===== config.mk =====
export PLATFORM = sky130hd
export DESIGN_NAME = sorted_priority_queue
export DESIGN_NICKNAME = d
export VERILOG_FILES = /design/src/sv/spq_pkg.sv /design/src/sv/spq_ctrl.sv /design/src/sv/spq_datapath.sv /design/src/sv/sorted_priority_queue.sv
export SDC_FILE = /design/constraint.sdc
export NUM_CORES = 2
export LEC_CHECK = 0
export BUFFER_PORTS_ARGS = -buffer_cell sky130_fd_sc_hd__clkbuf_2
export CORE_MARGIN = 2
export CORE_UTILIZATION = 60
export CTS_BUF_LIST = sky130_fd_sc_hd__clkbuf_8
export DETAILED_ROUTE_END_ITERATION = 16
export PLACE_DENSITY_LB_ADDON = 0.3
export RECOVER_POWER = 50
export SYNTH_ARGS = -nofsm -noshare
export SYNTH_HDL_FRONTEND = slang
export SYNTH_HIERARCHICAL = 1
export SYNTH_SLANG_ARGS = --single-unit

===== constraint.sdc =====
create_clock -name aclk -period 6.6 [get_ports aclk]
set_input_delay 1.98 -clock aclk [delete_from_list [all_inputs] [get_ports aclk]]
set_output_delay 1.98 -clock aclk [all_outputs]
set_load 0.005 [all_outputs]

===== src/sv/spq_pkg.sv =====
package spq_pkg;

    localparam int CAPACITY      = 16;
    localparam int TAG_BITS      = 32;
    localparam int PRIORITY_BITS = 8;
    localparam int OCC_BITS      = 5;
    localparam int COUNT_BITS    = $clog2(CAPACITY + 1);

    localparam logic OP_INSERT = 1'b0;
    localparam logic OP_REMOVE = 1'b1;

    typedef struct packed {
        logic load;
        logic insert;
        logic remove;
        logic respond;
    } cmd_t;

    typedef struct packed {
        logic op_remove;
        logic full;
        logic empty;
    } status_t;

endpackage


===== src/sv/spq_ctrl.sv =====
module spq_ctrl (
    input  logic            aclk,
    input  logic            aresetn,
    input  logic            s_valid,
    output logic            s_ready,
    output logic            m_valid,
    input  logic            m_ready,
    input  spq_pkg::status_t status,
    output spq_pkg::cmd_t    cmd
);

    typedef enum logic {
        ST_IDLE,
        ST_EXEC
    } state_t;

    state_t state_reg;
    state_t state_next;
    logic   m_valid_reg;
    logic   m_valid_next;
    logic   out_free;

    assign out_free = !m_valid_reg || m_ready;
    assign s_ready  = (state_reg == ST_IDLE);
    assign m_valid  = m_valid_reg;

    always_comb begin
        state_next   = state_reg;
        m_valid_next = m_valid_reg;
        cmd          = '0;
        if (m_ready) begin
            m_valid_next = 1'b0;
        end
        case (state_reg)
            ST_IDLE: begin
                if (s_valid) begin
                    cmd.load   = 1'b1;
                    state_next = ST_EXEC;
                end
            end
            ST_EXEC: begin
                if (out_free) begin
                    cmd.insert   = (status.op_remove == spq_pkg::OP_INSERT) && !status.full;
                    cmd.remove   = (status.op_remove == spq_pkg::OP_REMOVE) && !status.empty;
                    cmd.respond  = 1'b1;
                    m_valid_next = 1'b1;
                    state_next   = ST_IDLE;
                end
            end
            default: begin
                state_next = ST_IDLE;
            end
        endcase
    end

    always_ff @(posedge aclk) begin
        if (!aresetn) begin
            state_reg   <= ST_IDLE;
            m_valid_reg <= 1'b0;
        end else begin
            state_reg   <= state_next;
            m_valid_reg <= m_valid_next;
        end
    end

endmodule


===== src/sv/spq_datapath.sv =====
module spq_datapath (
    input  logic                                aclk,
    input  logic                                aresetn,
    input  spq_pkg::cmd_t                       cmd,
    output spq_pkg::status_t                    status,
    input  logic                                s_operation,
    input  logic [spq_pkg::PRIORITY_BITS-1:0]   s_priority_req,
    input  logic [spq_pkg::TAG_BITS-1:0]        s_doc_tag,
    output logic                                m_accepted,
    output logic [spq_pkg::TAG_BITS-1:0]        m_head_tag,
    output logic [spq_pkg::PRIORITY_BITS-1:0]   m_head_priority,
    output logic [spq_pkg::OCC_BITS-1:0]        m_occupancy
);

    localparam int CAP = spq_pkg::CAPACITY;
    localparam int PB  = spq_pkg::PRIORITY_BITS;
    localparam int TB  = spq_pkg::TAG_BITS;
    localparam int CB  = spq_pkg::COUNT_BITS;

    logic [PB-1:0] slot_prio_reg [CAP];
    logic [TB-1:0] slot_tag_reg  [CAP];
    logic [CB-1:0] count_reg;
    logic [CB-1:0] count_next;

    logic          op_reg;
    logic [PB-1:0] req_prio_reg;
    logic [TB-1:0] req_tag_reg;

    logic          accepted_reg;
    logic [TB-1:0] head_tag_reg;
    logic [PB-1:0] head_prio_reg;
    logic [spq_pkg::OCC_BITS-1:0] occ_reg;

    logic [CAP-1:0] lower;
    logic [CAP-1:0] take;
    logic [PB-1:0]  ins_prio [CAP];
    logic [TB-1:0]  ins_tag  [CAP];
    logic [PB-1:0]  rem_prio [CAP];
    logic [TB-1:0]  rem_tag  [CAP];

    assign status.op_remove = op_reg;
    assign status.full      = (count_reg == CB'(CAP));
    assign status.empty     = (count_reg == '0);

    // per-slot compare and shift sources
    for (genvar g = 0; g < CAP; g++) begin : g_slot
        assign lower[g] = (CB'(g) < count_reg) && (slot_prio_reg[g] < req_prio_reg);
        assign take[g]  = lower[g] || (CB'(g) == count_reg);
        if (g == 0) begin : g_first
            assign ins_prio[g] = req_prio_reg;
            assign ins_tag[g]  = req_tag_reg;
        end else begin : g_rest
            assign ins_prio[g] = lower[g-1] ? slot_prio_reg[g-1] : req_prio_reg;
            assign ins_tag[g]  = lower[g-1] ? slot_tag_reg[g-1]  : req_tag_reg;
        end
        if (g == CAP - 1) begin : g_last
            assign rem_prio[g] = slot_prio_reg[g];
            assign rem_tag[g]  = slot_tag_reg[g];
        end else begin : g_inner
            assign rem_prio[g] = slot_prio_reg[g+1];
            assign rem_tag[g]  = slot_tag_reg[g+1];
        end
    end

    always_comb begin
        count_next = count_reg;
        if (cmd.insert) begin
            count_next = count_reg + CB'(1);
        end else if (cmd.remove) begin
            count_next = count_reg - CB'(1);
        end
    end

    always_ff @(posedge aclk) begin
        if (!aresetn) begin
            count_reg <= '0;
        end else begin
            count_reg <= count_next;
        end
    end

    always_ff @(posedge aclk) begin
        if (cmd.load) begin
            op_reg       <= s_operation;
            req_prio_reg <= s_priority_req;
            req_tag_reg  <= s_doc_tag;
        end
        if (cmd.insert) begin
            for (int i = 0; i < CAP; i++) begin
                if (take[i]) begin
                    slot_prio_reg[i] <= ins_prio[i];
                    slot_tag_reg[i]  <= ins_tag[i];
                end
            end
        end else if (cmd.remove) begin
            for (int i = 0; i < CAP; i++) begin
                slot_prio_reg[i] <= rem_prio[i];
                slot_tag_reg[i]  <= rem_tag[i];
            end
        end
        if (cmd.respond) begin
            accepted_reg  <= cmd.insert || cmd.remove;
            head_tag_reg  <= cmd.remove ? slot_tag_reg[0]  : '0;
            head_prio_reg <= cmd.remove ? slot_prio_reg[0] : '0;
            occ_reg       <= spq_pkg::OCC_BITS'(count_next);
        end
    end

    assign m_accepted      = accepted_reg;
    assign m_head_tag      = head_tag_reg;
    assign m_head_priority = head_prio_reg;
    assign m_occupancy     = occ_reg;

endmodule


===== src/sv/sorted_priority_queue.sv =====
// channel | valid   | ready   | payload
// request | s_valid | s_ready | s_operation, s_priority_req, s_doc_tag
// result  | m_valid | m_ready | m_accepted, m_head_tag, m_head_priority, m_occupancy
//
// each request is captured in ST_IDLE; then in ST_EXEC, once the result register is free, all slots are
// compared against the new priority and the slot array shifts in parallel
// the result register frees the input side: a new request is taken while a
// result waits, and its update stalls only until that result is taken
// aresetn (synchronous) empties the queue; slot contents are left as they are
module sorted_priority_queue (
    input  logic                                aclk,
    input  logic                                aresetn,
    input  logic                                s_valid,
    output logic                                s_ready,
    input  logic                                s_operation,
    input  logic [spq_pkg::PRIORITY_BITS-1:0]   s_priority_req,
    input  logic [spq_pkg::TAG_BITS-1:0]        s_doc_tag,
    output logic                                m_valid,
    input  logic                                m_ready,
    output logic                                m_accepted,
    output logic [spq_pkg::TAG_BITS-1:0]        m_head_tag,
    output logic [spq_pkg::PRIORITY_BITS-1:0]   m_head_priority,
    output logic [spq_pkg::OCC_BITS-1:0]        m_occupancy
);

    spq_pkg::cmd_t    cmd;
    spq_pkg::status_t status;

    spq_ctrl u_ctrl (
        .aclk    (aclk),
        .aresetn (aresetn),
        .s_valid (s_valid),
        .s_ready (s_ready),
        .m_valid (m_valid),
        .m_ready (m_ready),
        .status  (status),
        .cmd     (cmd)
    );

    spq_datapath u_datapath (
        .aclk            (aclk),
        .aresetn         (aresetn),
        .cmd             (cmd),
        .status          (status),
        .s_operation     (s_operation),
        .s_priority_req  (s_priority_req),
        .s_doc_tag       (s_doc_tag),
        .m_accepted      (m_accepted),
        .m_head_tag      (m_head_tag),
        .m_head_priority (m_head_priority),
        .m_occupancy     (m_occupancy)
    );

endmodule


Yosys cells after proc, flatten, opt, wreduce, memory -nomap -nowiden --
Memory sizes are Yosys's and may differ from the RTL's. Cells that the tools add are included.
Word-level totals: register bits 94, input bits 45, memories 2, memory bits (writable) 640, logic and storage cells 260, output and inout bits 48
Memory list:
- u_datapath.slot_tag_reg | depth 16, width 32, read ports 16, clocked after memory_dff 0, write ports 16, line spq_datapath.sv:21 | logic [TB-1:0] slot_tag_reg [CAP];
- u_datapath.slot_prio_reg | depth 16, width 8, read ports 16, clocked after memory_dff 0, write ports 16, line spq_datapath.sv:20 | logic [PB-1:0] slot_prio_reg [CAP];
Operators by class: eq/ne operators 16, bitwise logic cells 34, reductions and logical operators 40, $add $sub $neg 2, mux-type cells 124, magnitude comparators 32
Operators with widths (count):
- 32-bit two-way mux | 31
- 8-bit two-way mux | 31
- 8-bit less-than comparator | 16
- 1-bit two-way mux | 57
- 4-bit by 5-bit == test with 1-bit output (first input constant) | 8
- 4-bit by 5-bit less-than comparator with 1-bit output (first input constant) | 8
- 1-bit OR | 32
- 3-bit by 5-bit == test with 1-bit output (first input constant) | 4
- 3-bit by 5-bit less-than comparator with 1-bit output (first input constant) | 4
- 1-bit logical AND | 18
- 1-bit logical OR | 18
- 2-bit by 5-bit == test with 1-bit output (first input constant) | 2
- 1-bit by 5-bit less-than comparator with 1-bit output (first input constant) | 2
- 2-bit by 5-bit less-than comparator with 1-bit output (first input constant) | 2
- 5-bit two-way mux | 2
- 3-bit two-way mux | 2
- 5-bit by 1-bit adder with 5-bit output (second input constant) | 1
- 1-bit by 5-bit == test with 1-bit output (first input constant) | 1
- 5-bit == test (second input constant) | 1
- 5-bit logical NOT | 1
- 5-bit by 1-bit subtractor with 5-bit output (second input constant) | 1
- 1-bit logical NOT | 3
- 1-bit inverter | 2
- 1-bit case mux with 2 select lines | 1

Longest topological paths before layout --
depth in word-level cells 9, depth in mapped cells 13, depth with buffers taken out 9

Modules after synthesis --
Netlist, hierarchy kept.
By module, submodules not included:
- spq_datapath | sequential area each 21931.0 µm², area each 37661.1 µm², instances 1, cells each 3401
- spq_ctrl | sequential area each 40.0 µm², area each 112.6 µm², instances 1, cells each 11

Least setup slack after synthesis --
OpenSTA, ideal clock, no wires.
kind input to register, from input m_ready, to memory u_datapath/slot_prio_reg[0][72] (netlist name) (enable), arrival time 4.946 ns, path slack 1.192 ns, stages 5, buffers on the path 1, data required time 6.138 ns, library setup time 0.462 ns, path through nor2b_2 -> nor4_2 -> clkbuf_1 -> nor2_1 -> a31oi_1
RTL lines:
- start, declared | line sorted_priority_queue.sv:19 | input logic m_ready,
- end, declared | line spq_datapath.sv:20

==> impl_metrics.ini <==
[critical_path]
r2r_start = u_datapath/req_prio_reg[6]$_DFFE_PP_
cp_max_fo = 40
endpoint_kind = flip-flop
startpoint = u_datapath/req_prio_reg[6]$_DFFE_PP_
worstSetupStartpointType = flip-flop
reg2reg_depth = 8
required_ps = 7060
cp.arrival_ps = 5950
worstSetupPathType = flip-flop to flip-flop

[placed_design]
hpwl_mm = 56.47
placedCellCount = 4125
place_congestion = 0.8642
portBuffers = 92
dp_slack_ps = 1894
dpl_cell_area_mm2 = 0.03887

[cts]
clock_latency_ps = 730
ctsResizeCount = 0
holdBufCountCts = 0
cts-buffers-inserted = 117
post-cts-setup-buffers = 0
cts_buffer_depth = 3
numClockSinks = 734
htree_levels = 3
clockRootBuffer = clkbuf_8
cts_tree = done
clkTransAtPathRegs_ps = 60

[global_routing]
grt_pass1_vias = 24900
grt_first_pass_wirelength_mm = 133.1
grt_max_degree = 208
gr-total-overflow = 0
antenna_found_initial = 1
track_usage_pct = 25.49

[min_path]
hold_path_class = flip-flop to flip-flop
min_from = u_datapath/slot_tag_reg[0][266]$_DFFE_PP_
whs_path_depth = 2

[yosys]
synth_common_cells = edfxtp_1 (727), a21oi_1 (633), nor2_1 (478)
synth_edf_count = 727
synthCells = 3412
synth_area_leaders = edfxtp_1 (58%), mux2i_1 (9.4%), a21oi_1 (8.4%)
async_flop_share_pct = 0
ys_seq_area_share_pct = 58.16
synth.most_common_cell = edfxtp_1
syn-mean-instance-area_um2 = 11.07
syn-cell-area_mm2 = 0.03777
synthDominantCellAreaShare_pct = 57.79
yosysTopAreaCell = edfxtp_1
ys_warn_count = 6
synth_seq_cells = 734
yosysUniqueCellTypes = 55
synthFlopType = edfxtp_1
syn_nets = 3574

[timing]
maxSlewHeadroom_pct = -76.61
min_period_over_period_pct = 83.26
rsz0062_at_grt = false
finalHoldViolCount = 0
clock.fmax_mhz = 182.0
tightest_slew_ps = 2649
tns_ps = 0
min_period_ps = 5495
setup_viol = 0
final.setup.worst_slack_ps = 1105
drv_slew = 465
holdWs_ps = 548.7
skew_ps = 34.20

[die]
die_h_um = 254.9
rows = 91
start_util_pct = 60.98
io-pin-count = 93
dieArea_mm2 = 0.06498
die_x_um = 254.9
core_area_mm2 = 0.06194

[power]
p_leak_nw = 13.96
power.total_mw = 9.763
power.density_mw_per_mm2 = 239.8
ir_worst_vdd_v = 0.0001592

[finish]
nets = 3569
fin_cells = 4323
fillers = 4761
layout-drive-gt1-share_pct = 11.05
ff_latch_area_mm2 = 0.02197
finish.utilization_pct = 65.72
syn_to_final_growth_pct = 7.771
largest_reg_flops = 512
fin_area_mm2 = 0.04071
multi_input_area_mm2 = 0.01484

[detailed_routing]
drtPass1Iterations = 9
vias = 26260
wl_per_cell_um = 19.31
viasPerCell = 6.074
wl_mm = 83.47
drc = 0
postRouteAntennaNets = 0
drt-initial-drc-count = 3298

[flow_run]
maxCapViolCount = 7

[run_status]
status = complete, but fails checks
violations = max-capacitance violations, max-slew violations
==> area by class of cell <==
type	count	area share [%]
Tap cell	837	2.573
Sequential cell	734	53.97
Clock inverter	77	0.8268
Timing Repair Buffer	142	1.979
Inverter	15	0.1383
Clock buffer	120	4.057
Antenna cell	1	0.006147
Multi-Input combinational cell	2397	36.45
==> critical path, cell delays in order, from the launching register on <==
cell,delay (ps)
edfxtp_1,780
inv_1,640
ha_1,520
and4_1,200
nand2_1,60
o221ai_1,400
clkbuf_1,1840
mux2_2,480
mux2_2,270
==> final timing paths <==
check / endpoint / slack (ps)
min reg2reg: u_datapath/slot_tag_reg[0][234]$_DFFE_PP_ / 550
min: u_datapath/slot_tag_reg[0][234]$_DFFE_PP_ / 550
max reg2reg: u_datapath/slot_tag_reg[0][388]$_DFFE_PP_ / 1100
max: u_datapath/slot_tag_reg[0][388]$_DFFE_PP_ / 1100
==> metal layers <==
layer	track usage, %	wire, µm
met5	0	0
met4	8.354	1701
met3	3.844	7953
met2	37.80	36250
met1	38.68	37570
==> placed cells by master (no fill, tap or decap), types with 7 or more instances in the layout <==
cell,count
a211oi_1,8
a21o_1,10
a21oi_1,628
a21oi_4,8
and2_0,25
and2_1,28
buf_4,35
clkbuf_1,32
clkbuf_2,71
clkbuf_8,120
clkinv_1,16
dfxtp_1,7
edfxtp_1,727
ha_1,117
inv_1,63
mux2_2,110
mux2i_1,353
nand2_1,393
nand2b_1,9
nand3_1,12
nand4_1,7
nor2_1,475
nor3_1,7
o21ai_0,115
==> report_power, final <==
part	switching, mW	total [mW]	internal (mW)
sequential	0.167	5.53	5.37
combinational	0.515	0.828	0.313
clock	1.74	3.40	1.66
total	2.42	9.76	7.34
==> logic make-up after synthesis <==
family,synth area share (%)
flip-flops,58.16
AND/OR/NAND/NOR,10.63
XOR/XNOR,0.09276
adder cells (fa/ha/maj),3.875
AO/OA/AOI/OAI,11.42
buffers and inverters,3.094
multiplexers,12.72
(Power assumes the default switching activity.)
